==> src/hdl/chb_pkg.sv <==
// Shared constants and types of the CRC-32 mix bucket hash unit.
package chb_pkg;

   localparam int TABLE_SIZE = 1024;
   localparam int KEY_W      = 8;
   localparam int BUCKET_W   = 10;
   localparam int CRC_W      = 32;
   localparam int MIX_W      = 64;
   localparam int HASH_W     = 16;

   localparam logic [CRC_W-1:0]  CRC_POLY      = 32'hEDB8_8320;
   localparam logic [MIX_W-1:0]  KNUTH_MULT    = 64'd2654435761;
   localparam logic [HASH_W-1:0] KNUTH_MULT_LO = KNUTH_MULT[HASH_W-1:0];
   localparam logic [HASH_W-1:0] TABLE_MASK    = HASH_W'(TABLE_SIZE - 1);

   typedef struct packed {
      logic             valid;
      logic [MIX_W-1:0] key;
   } mix_stage_type;

endpackage

==> src/hdl/chb_ifs.sv <==
// Valid/ready channel interfaces for key bytes and bucket results.
interface chb_req_if;
   logic                       valid;
   logic                       ready;
   logic [chb_pkg::KEY_W-1:0]  key_byte;
   logic                       last_byte;

   modport source (output valid, output key_byte, output last_byte, input ready);
   modport sink (input valid, input key_byte, input last_byte, output ready);
endinterface

interface chb_rsp_if;
   logic                         valid;
   logic                         ready;
   logic [chb_pkg::BUCKET_W-1:0] bucket_index;

   modport source (output valid, output bucket_index, input ready);
   modport sink (input valid, input bucket_index, output ready);
endinterface

==> src/hdl/chb_crc.sv <==
// Running reflected CRC-32 over key bytes and the stage that captures a finished key.
module chb_crc (
   input  logic                      clock,
   input  logic                      reset,
   input  logic                      accept,
   input  logic                      advance,
   input  logic [chb_pkg::KEY_W-1:0] key_byte,
   input  logic                      last_byte,
   output chb_pkg::mix_stage_type    crc_out
);
   import chb_pkg::*;

   function automatic logic [CRC_W-1:0] crc_step(input logic [CRC_W-1:0] crc,
                                                 input logic [KEY_W-1:0] data);
      logic [CRC_W-1:0] c;
      c = {{(CRC_W-KEY_W){1'b0}}, crc[KEY_W-1:0] ^ data};
      for (int i = 0; i < KEY_W; i++) begin
         c = c[0] ? ((c >> 1) ^ CRC_POLY) : (c >> 1);
      end
      return c ^ (crc >> KEY_W);
   endfunction

   logic [CRC_W-1:0] crc_ff;
   logic [CRC_W-1:0] crc_in;
   logic [CRC_W-1:0] crc_next;
   mix_stage_type    stage_ff;
   mix_stage_type    stage_in;

   always_comb begin
      crc_next = crc_step(crc_ff, key_byte);
      crc_in   = crc_ff;
      if (accept) begin
         crc_in = last_byte ? '0 : crc_next;
      end
      stage_in.valid = accept && last_byte;
      stage_in.key   = {{(MIX_W-CRC_W){1'b0}}, crc_next};
   end

   always_ff @(posedge clock) begin
      if (reset) begin
         crc_ff         <= '0;
         stage_ff.valid <= 1'b0;
      end else begin
         crc_ff <= crc_in;
         if (advance) begin
            stage_ff <= stage_in;
         end
      end
   end

   assign crc_out = stage_ff;

   a_crc_clear_after_last: assert property (@(posedge clock) disable iff (reset)
      accept && last_byte |=> crc_ff == '0)
      else $error("crc not cleared after last byte");

   a_crc_hold_when_idle: assert property (@(posedge clock) disable iff (reset)
      !accept |=> $stable(crc_ff))
      else $error("crc changed without an item");

   a_stage_only_on_last: assert property (@(posedge clock) disable iff (reset)
      advance && !(accept && last_byte) |=> !stage_ff.valid)
      else $error("stage valid without a last byte");

endmodule

==> src/hdl/chb_mix.sv <==
// Two-stage 64-bit integer mix of the finished CRC.
module chb_mix (
   input  logic                   clock,
   input  logic                   reset,
   input  logic                   advance,
   input  chb_pkg::mix_stage_type mix_in,
   output chb_pkg::mix_stage_type mix_out
);
   import chb_pkg::*;

   mix_stage_type    first_ff;
   mix_stage_type    first_in;
   mix_stage_type    second_ff;
   mix_stage_type    second_in;
   logic [MIX_W-1:0] ka;
   logic [MIX_W-1:0] kb;

   always_comb begin
      ka = mix_in.key;
      ka = ka + (ka << 12);
      ka = ka ^ (ka >> 22);
      ka = ka + (ka << 4);
      ka = ka ^ (ka >> 9);
      first_in.valid = mix_in.valid;
      first_in.key   = ka;

      kb = first_ff.key;
      kb = kb + (kb << 10);
      kb = kb ^ (kb >> 2);
      kb = kb + (kb << 7);
      kb = kb ^ (kb >> 12);
      second_in.valid = first_ff.valid;
      second_in.key   = kb;
   end

   always_ff @(posedge clock) begin
      if (reset) begin
         first_ff.valid  <= 1'b0;
         second_ff.valid <= 1'b0;
      end else if (advance) begin
         first_ff  <= first_in;
         second_ff <= second_in;
      end
   end

   assign mix_out = second_ff;

endmodule

==> src/hdl/chb_out.sv <==
// Multiplicative hash, table reduction and result register.
module chb_out (
   input  logic                         clock,
   input  logic                         reset,
   input  logic                         advance,
   input  chb_pkg::mix_stage_type       mix_in,
   output logic                         out_valid,
   output logic [chb_pkg::BUCKET_W-1:0] bucket_index
);
   import chb_pkg::*;

   logic [HASH_W-1:0]   prod;
   logic                valid_ff;
   logic                valid_in;
   logic [BUCKET_W-1:0] index_ff;
   logic [BUCKET_W-1:0] index_in;

   always_comb begin
      prod     = mix_in.key[HASH_W+2:3] * KNUTH_MULT_LO;
      index_in = BUCKET_W'(prod & TABLE_MASK);
      valid_in = mix_in.valid;
   end

   always_ff @(posedge clock) begin
      if (reset) begin
         valid_ff <= 1'b0;
      end else if (advance) begin
         valid_ff <= valid_in;
      end
   end

   always_ff @(posedge clock) begin
      if (advance) begin
         index_ff <= index_in;
      end
   end

   assign out_valid    = valid_ff;
   assign bucket_index = index_ff;

   a_out_follows_stage: assert property (@(posedge clock) disable iff (reset)
      advance |=> valid_ff == $past(valid_in))
      else $error("result valid lost or invented");

   a_out_hold_on_stall: assert property (@(posedge clock) disable iff (reset)
      !advance |=> $stable(valid_ff) && $stable(index_ff))
      else $error("result changed during stall");

endmodule

==> src/hdl/crc32_mix_bucket_hash_unit.sv <==
// Bucket hash of byte-string keys: reflected CRC-32, 64-bit integer mix, Knuth multiply.
// Takes one key byte per cycle with no gaps while the result channel does not stall; the
// running CRC is a table-free loop, which sets that rate. The bucket index of a key passes
// through the CRC capture register, then two mix stages, then the multiply into the result
// register. A stalled result stalls the whole pipe, including input.
module crc32_mix_bucket_hash_unit (
   input logic       clock,
   input logic       reset,
   chb_req_if.sink   req_chan,
   chb_rsp_if.source rsp_chan
);
   import chb_pkg::*;

   logic          advance;
   logic          accept;
   mix_stage_type crc_stage;
   mix_stage_type mix_stage;

   assign advance        = !rsp_chan.valid || rsp_chan.ready;
   assign req_chan.ready = advance;
   assign accept         = req_chan.valid && advance;

   chb_crc u_crc (
      .clock     (clock),
      .reset     (reset),
      .accept    (accept),
      .advance   (advance),
      .key_byte  (req_chan.key_byte),
      .last_byte (req_chan.last_byte),
      .crc_out   (crc_stage)
   );

   chb_mix u_mix (
      .clock   (clock),
      .reset   (reset),
      .advance (advance),
      .mix_in  (crc_stage),
      .mix_out (mix_stage)
   );

   chb_out u_out (
      .clock        (clock),
      .reset        (reset),
      .advance      (advance),
      .mix_in       (mix_stage),
      .out_valid    (rsp_chan.valid),
      .bucket_index (rsp_chan.bucket_index)
   );

endmodule

==> src/flat_wrapper.sv <==
// flat-port wrapper written by rule: the top's interface ports become plain ports
module crc32_mix_bucket_hash_unit_flat import chb_pkg::*;
  (clock, reset, req_chan_valid, req_chan_key_byte, req_chan_last_byte, req_chan_ready, rsp_chan_valid, rsp_chan_bucket_index, rsp_chan_ready);
  chb_req_if req_chan_i ();
  chb_rsp_if rsp_chan_i ();
  input logic clock;
  input logic reset;
  input wire logic [$bits(req_chan_i.valid)-1:0] req_chan_valid;
  input wire logic [$bits(req_chan_i.key_byte)-1:0] req_chan_key_byte;
  input wire logic [$bits(req_chan_i.last_byte)-1:0] req_chan_last_byte;
  output wire logic [$bits(req_chan_i.ready)-1:0] req_chan_ready;
  output wire logic [$bits(rsp_chan_i.valid)-1:0] rsp_chan_valid;
  output wire logic [$bits(rsp_chan_i.bucket_index)-1:0] rsp_chan_bucket_index;
  input wire logic [$bits(rsp_chan_i.ready)-1:0] rsp_chan_ready;
  assign req_chan_i.valid = req_chan_valid;
  assign req_chan_i.key_byte = req_chan_key_byte;
  assign req_chan_i.last_byte = req_chan_last_byte;
  assign req_chan_ready = req_chan_i.ready;
  assign rsp_chan_valid = rsp_chan_i.valid;
  assign rsp_chan_bucket_index = rsp_chan_i.bucket_index;
  assign rsp_chan_i.ready = rsp_chan_ready;
  crc32_mix_bucket_hash_unit u_core (.clock(clock), .reset(reset), .req_chan(req_chan_i), .rsp_chan(rsp_chan_i));
endmodule
==> config.mk <==
export PLATFORM = sky130hd
export DESIGN_NAME = crc32_mix_bucket_hash_unit_flat
export DESIGN_NICKNAME = d
export VERILOG_FILES = /design/src/hdl/chb_pkg.sv /design/src/hdl/chb_ifs.sv /design/src/hdl/chb_crc.sv /design/src/hdl/chb_mix.sv /design/src/hdl/chb_out.sv /design/src/hdl/crc32_mix_bucket_hash_unit.sv /design/src/flat_wrapper.sv
export SDC_FILE = /design/constraint.sdc
export NUM_CORES = 1
export LEC_CHECK = 0
export BUFFER_PORTS_ARGS = -buffer_cell sky130_fd_sc_hd__buf_2
export CAP_MARGIN = 20
export CORE_AREA = 2 2 198 200
export CTS_BUF_LIST = sky130_fd_sc_hd__clkbuf_2
export CTS_CLUSTER_SIZE = 16
export DETAILED_ROUTE_END_ITERATION = 10
export DIE_AREA = 0 0 200 202
export GPL_ROUTABILITY_DRIVEN = 0
export PLACE_DENSITY_LB_ADDON = 0.08
export SYNTH_ARGS = -nofsm -noshare
export SYNTH_HDL_FRONTEND = slang
export SYNTH_HIERARCHICAL = 1
export SYNTH_SLANG_ARGS = --single-unit
export TNS_END_PERCENT = 1
==> constraint.sdc <==
create_clock -name clock -period 16 [get_ports clock]
set_input_delay 0 -clock clock [delete_from_list [all_inputs] [get_ports clock]]
set_output_delay 0 -clock clock [all_outputs]
set_load 0.02 [all_outputs]
After elaboration in Yosys (flattened, before gate mapping)
Cells that the tools add are included.
Storage, ports and cells
  logic and storage cells: 43
  input bits: 13
  flip-flop bits (word level): 130
Operators by class
  bitwise gates (word level): 15
  add/subtract/negate cells: 4
  multipliers: 1
  reductions and logical operators: 5
  multiplexer cells: 9
Operator list (count)
  32-bit two-way mux: 9
  13-bit NOT with 14-bit output: 7
  32-bit by 44-bit adder with 45-bit output: 1
  42-bit adder: 1
  42-bit by 23-bit bitwise XOR with 42-bit output: 1
  33-bit adder: 1
  33-bit bitwise XOR: 1
  32-bit by 24-bit bitwise XOR with 32-bit output: 1
  31-bit adder: 1
  31-bit bitwise XOR: 1
  19-bit bitwise XOR: 1
  16-bit by 15-bit multiplier with 10-bit output, second input constant: 1
  1-bit NOT with 14-bit output: 1
  8-bit bitwise XOR: 1
  1-bit logical AND: 2
  2-bit AND reduction: 1
  1-bit zero test: 1
  1-bit logical OR: 1
  1-bit NOT: 1

Logic depth before layout (Yosys ltp)
  depth in word-level cells: 19
  mapped depth: 26

Hierarchy
Netlist, hierarchy kept.
By module, submodules not included
  chb_mix: instances 1, cells each 2056, area an instance 18157.4 um^2
  chb_crc: instances 1, cells each 275, area an instance 3359.5 um^2
  chb_out: instances 1, cells each 57, area an instance 779.5 um^2
  crc32_mix_bucket_hash_unit: instances 1, cells each 2, area an instance 22.5 um^2

Worst setup path after synthesis
No wires, ideal clock.
  kind: register to register
  start point: register u_core/u_mix/first_ff[0] in the netlist's numbering
  end point: register u_core/u_mix/mix_out[51] (netlist name)
  buffers on the path: 0
  stages on the path, launching flop included: 34
  arrival time: 6722 ps
  slack: 9009 ps
  setup time: 269 ps
  cell sequence: edfxtp_1 ha_1 fa_1 a21o_1 a21oi_2 o21bai_1 a21oi_2 a311oi_1 o41ai_2 nand2b_1 a21o_1 a21o_1 a21oi_1 o21bai_1 a21o_1 a21oi_1 xnor2_1 xnor2_1 ha_1 a21o_1 a21oi_1 o21ai_0 a21o_1 a21oi_1 o21ai_0 o31ai_1 o21ai_0 a221oi_1 a2111oi_0 o21a_1 o21a_1 o41a_1 xnor2_1 xor2_1
RTL lines
  start: declaration: RTL line chb_mix.sv:11  | mix_stage_type first_ff;
  start signal: assignment: RTL line chb_mix.sv:41  | first_ff <= first_in;

Worst setup path after layout
  start point: register u_core.u_crc.stage_ff, in the netlist u_core/u_crc/crc_out[0]
  end point: register u_core/u_mix/first_ff[25] in the netlist's numbering, data pin
Between the ends
  longest elaborated chain between the ends: 4
RTL lines
  start: declaration: RTL line chb_crc.sv:26  | mix_stage_type stage_ff;
  start signal: assignment: RTL line chb_crc.sv:46  | stage_ff <= stage_in;
  32-bit by 44-bit adder with 45-bit output: RTL line chb_mix.sv:20  | ka = ka + (ka << 12);
  42-bit by 23-bit bitwise XOR with 42-bit output: RTL line chb_mix.sv:21  | ka = ka ^ (ka >> 22);
  42-bit adder: RTL line chb_mix.sv:22  | ka = ka + (ka << 4);
  33-bit bitwise XOR: RTL line chb_mix.sv:23  | ka = ka ^ (ka >> 9);
  via u_core.u_mix.ka[25]: RTL line chb_mix.sv:15  | logic [MIX_W-1:0] ka;
The timed path passes the listed nets, and every way through them passes these cells.
A chain may end at the register's enable or synchronous reset.

==> results.tsv <==
stage	metric	value	unit
outcome	outcome	complete, no violations	
global_route	grt_pass1_wl	52.6	mm
route	viasPerCell	4.98	
worst_setup_path	crit_buf_inv	1	
min_path	hold_class	in2reg	
worst_setup_path	cp-start-kind	flip-flop	
floorplanning	dieArea	40400	um2
worst_setup_path	rr_startpoint	u_core/u_crc/crc_out[0]	
floorplanning	start_util	31.6	%
placement	portBuffers	24	
worst_setup_path	rrSetupSlack	9.76	ns
clocking	cts_tree	done	
min_path	min_delay_worst_endpoint	u_core/u_crc/crc_ff[14]	
sta	hold_violations	0	
worst_setup_path	cp-end-kind	flip-flop	
placement	dp.final_hpwl	27.7	mm
route	drc_errors	0	
sta	fmax	160	MHz
finish	nets	1453	
clocking	cts_max_level	4	
clocking	clock_path_buffers	2	
clocking	cts_sinks	115	
logic_synthesis	ys_warn_count	6	
sta	finalCriticalPeriod	6.24	ns
flow_run	cap_viol_max_count	0	
sta	fin_skew	0.0508	ns
finish	syn_to_final_growth	7.78	%
worst_setup_path	reg2reg_depth	26	
worst_setup_path	cp_slowest_cell	xor2_1	
global_route	grt-ovfl-total	0	
route	dr_total_vias	9138	
floorplanning	coreArea	38300	um2
clocking	cts-buffers-inserted	17	
sta	worstMarginPinSlew	1.03	ns
worst_setup_path	crit_arrival	6.72	ns
route	ant_nets	0	
logic_synthesis	synth_cells	1278	
clocking	clkTransAtPathRegs	0.22	ns
sta	slew_headroom	30.5	%
clocking	root_buffer	clkbuf_2	
sta	fin_crit_sh	39.0	%
global_route	grtUsageTotal	17.3	%
logic_synthesis	syn_area_per_cell	9.48	um2
floorplanning	chipWidth	200	um
worst_setup_path	crit_family	compound AO/OA/AOI/OAI gates	
worst_setup_path	slowest_delay	0.46	ns
clocking	cts_resized	0	
floorplanning	num_rows	72	
floorplanning	die_y	202	um
worst_setup_path	reg2reg_to	u_core/u_mix/first_ff[25]	
sta	setup_viol	0	
floorplanning	pin_count	25	
finish	num-fill-cells	4052	
sta	rsz0062_at_grt	false	
worst_setup_path	worstSetupPathType	reg2reg	
worst_setup_path	worstPathMaxFanout	7	
route	routedWlPerCell	18.4	um
global_route	grt_pass1_vias	8997	
sta	drv_slew	0	
route	firstDrtPassIters	5	
min_path	hold_path_depth	4	
sta	tns	0	ns
min_path	hp-start	reset	
route	drt-initial-drc-count	516	
clocking	cts_setup_buffers	0	
clocking	clock_latency	0.74	ns
worst_setup_path	worstPathRequired	16.48	ns
global_route	grt_max_degree	41	
global_route	grt_antenna_before_repair	1	
route	wl	33.8	mm
worst_setup_path	cp_common_cell	xor2_1	
finish	drive_above_1_share	7.53	%
logic_synthesis	syn-cell-area	12100	um2
worst register-to-register path: stages, from the launching register on:
cell and delay (ns):
edfxtp_1 0.41, ha_1 0.19, inv_1 0.06, fa_1 0.39, and2b_1 0.23, nor3_1 0.05, o21a_1 0.24, o31a_4 0.34
a21oi_1 0.26, nand3_1 0.11, nand2_1 0.09, xor2_1 0.46, xor2_1 0.19, ha_1 0.39, a21o_1 0.14, a21oi_1 0.09
o21bai_1 0.13, a21oi_1 0.11, o21ai_0 0.38, nand3_1 0.16, o21a_1 0.23, o31ai_1 0.40, a41o_2 0.31, a211oi_4 0.07
o31ai_1 0.27, xor2_1 0.22, xor2_1 0.09
metrics by stage:
| stage | instance area [um2] | utilization, % | cells | hold WS [ns] | worst slack (ns) |
|---|---|---|---|---|---|
| after floorplan | 12200 | - | 1303 | 0.0724 | 10.54 |
| after global placement | 12700 | 33.0 | 1783 | 0.301 | 9.91 |
| after detailed placement | 12700 | 33.0 | 1783 | 0.306 | 9.77 |
| after CTS | 13100 | 34.1 | 1833 | 0.228 | 9.73 |
| after global routing | 13100 | 34.1 | 1834 | 0.285 | 9.25 |
| final | 13100 | 34.1 | 1834 | 0.338 | 9.76 |
routing by layer:
layer  routed length (um)  track usage, %  vias to the layer above  part of all wire, %
li1                     -               -                     4626                    -
met5                    0               0                        -                    0
met1                16000            23.2                     4375                   48
met2                16500            29.3                      118                   49
met4                  441            4.26                        0                  1.3
met3                  797            2.12                       19                  2.4
how the worst max path moves through the flow:
| stage | from | end | slack (ns) | depth (start not counted) |
|---|---|---|---|---|
| final | u_core/u_crc/crc_out[0] | u_core/u_mix/first_ff[25] | 9.76 | 26 |
| after global placement | u_core/u_crc/crc_out[0] | u_core/u_mix/first_ff[25] | 9.91 | 26 |
| after detailed placement | u_core/u_crc/crc_out[0] | u_core/u_mix/first_ff[25] | 9.77 | 26 |
| after CTS | u_core/u_crc/crc_out[12] | u_core/u_mix/first_ff[25] | 9.73 | 26 |
| after global routing | u_core/u_crc/crc_out[0] | u_core/u_mix/first_ff[25] | 9.25 | 26 |
| after floorplan | u_core/u_crc/crc_out[0] | u_core/u_mix/first_ff[25] | 10.54 | 26 |
registers in the layout, indices dropped and copies added (netlist names):
register / count
u_core/u_mix/first_ff: 28
u_core/u_out/bucket_index: 10
u_core/u_out/out_valid: 1
u_core/u_crc/crc_out: 33
u_core/u_crc/crc_ff: 32
u_core/u_mix/mix_out: 11
final cells by class:
cell class / instances / area (um2) / area share (%)
Antenna cell: 1 / 2.50 / 0.0192
Tap cell: 518 / 648 / 4.96
Clock inverter: 15 / 135 / 1.03
Timing Repair Buffer: 45 / 323 / 2.47
Inverter: 39 / 146 / 1.12
Sequential cell: 115 / 3090 / 23.7
Multi-Input combinational cell: 1084 / 8620 / 66.0
Clock buffer: 17 / 85.1 / 0.652
placed cells by master, fill, tap and decap left out, types with 7 or more instances in the layout:
master and instances:
a21oi_1 135, ha_1 131, xnor2_1 130, xor2_1 98
nor2_1 85, edfxtp_1 79, nand2_1 65, a21o_1 60
o21ai_0 43, inv_1 39, dfxtp_1 36, nor2b_1 31
conb_1 26, buf_2 24, xnor3_1 20, dlygate4sd3_1 18
clkbuf_2 17, o21bai_1 17, nand3_1 16, nand4_1 14
a211oi_1 14, o21a_1 14, nand2b_1 13, nor3_1 12
and2_1 10, xnor2_2 8, a22oi_1 7, o211ai_1 7
a31oi_1 7, and3_1 7, fa_1 7
timing repair:
| action | in CTS | in global routing |
|---|---|---|
| endpoints found under the hold margin | 65 | 0 |
| hold buffers | 18 | 0 |
| endpoints found under the setup margin | 0 | 0 |
Power is not shown: default switching activity piles up to over one toggle a cycle in this logic, so the estimate is an artifact.
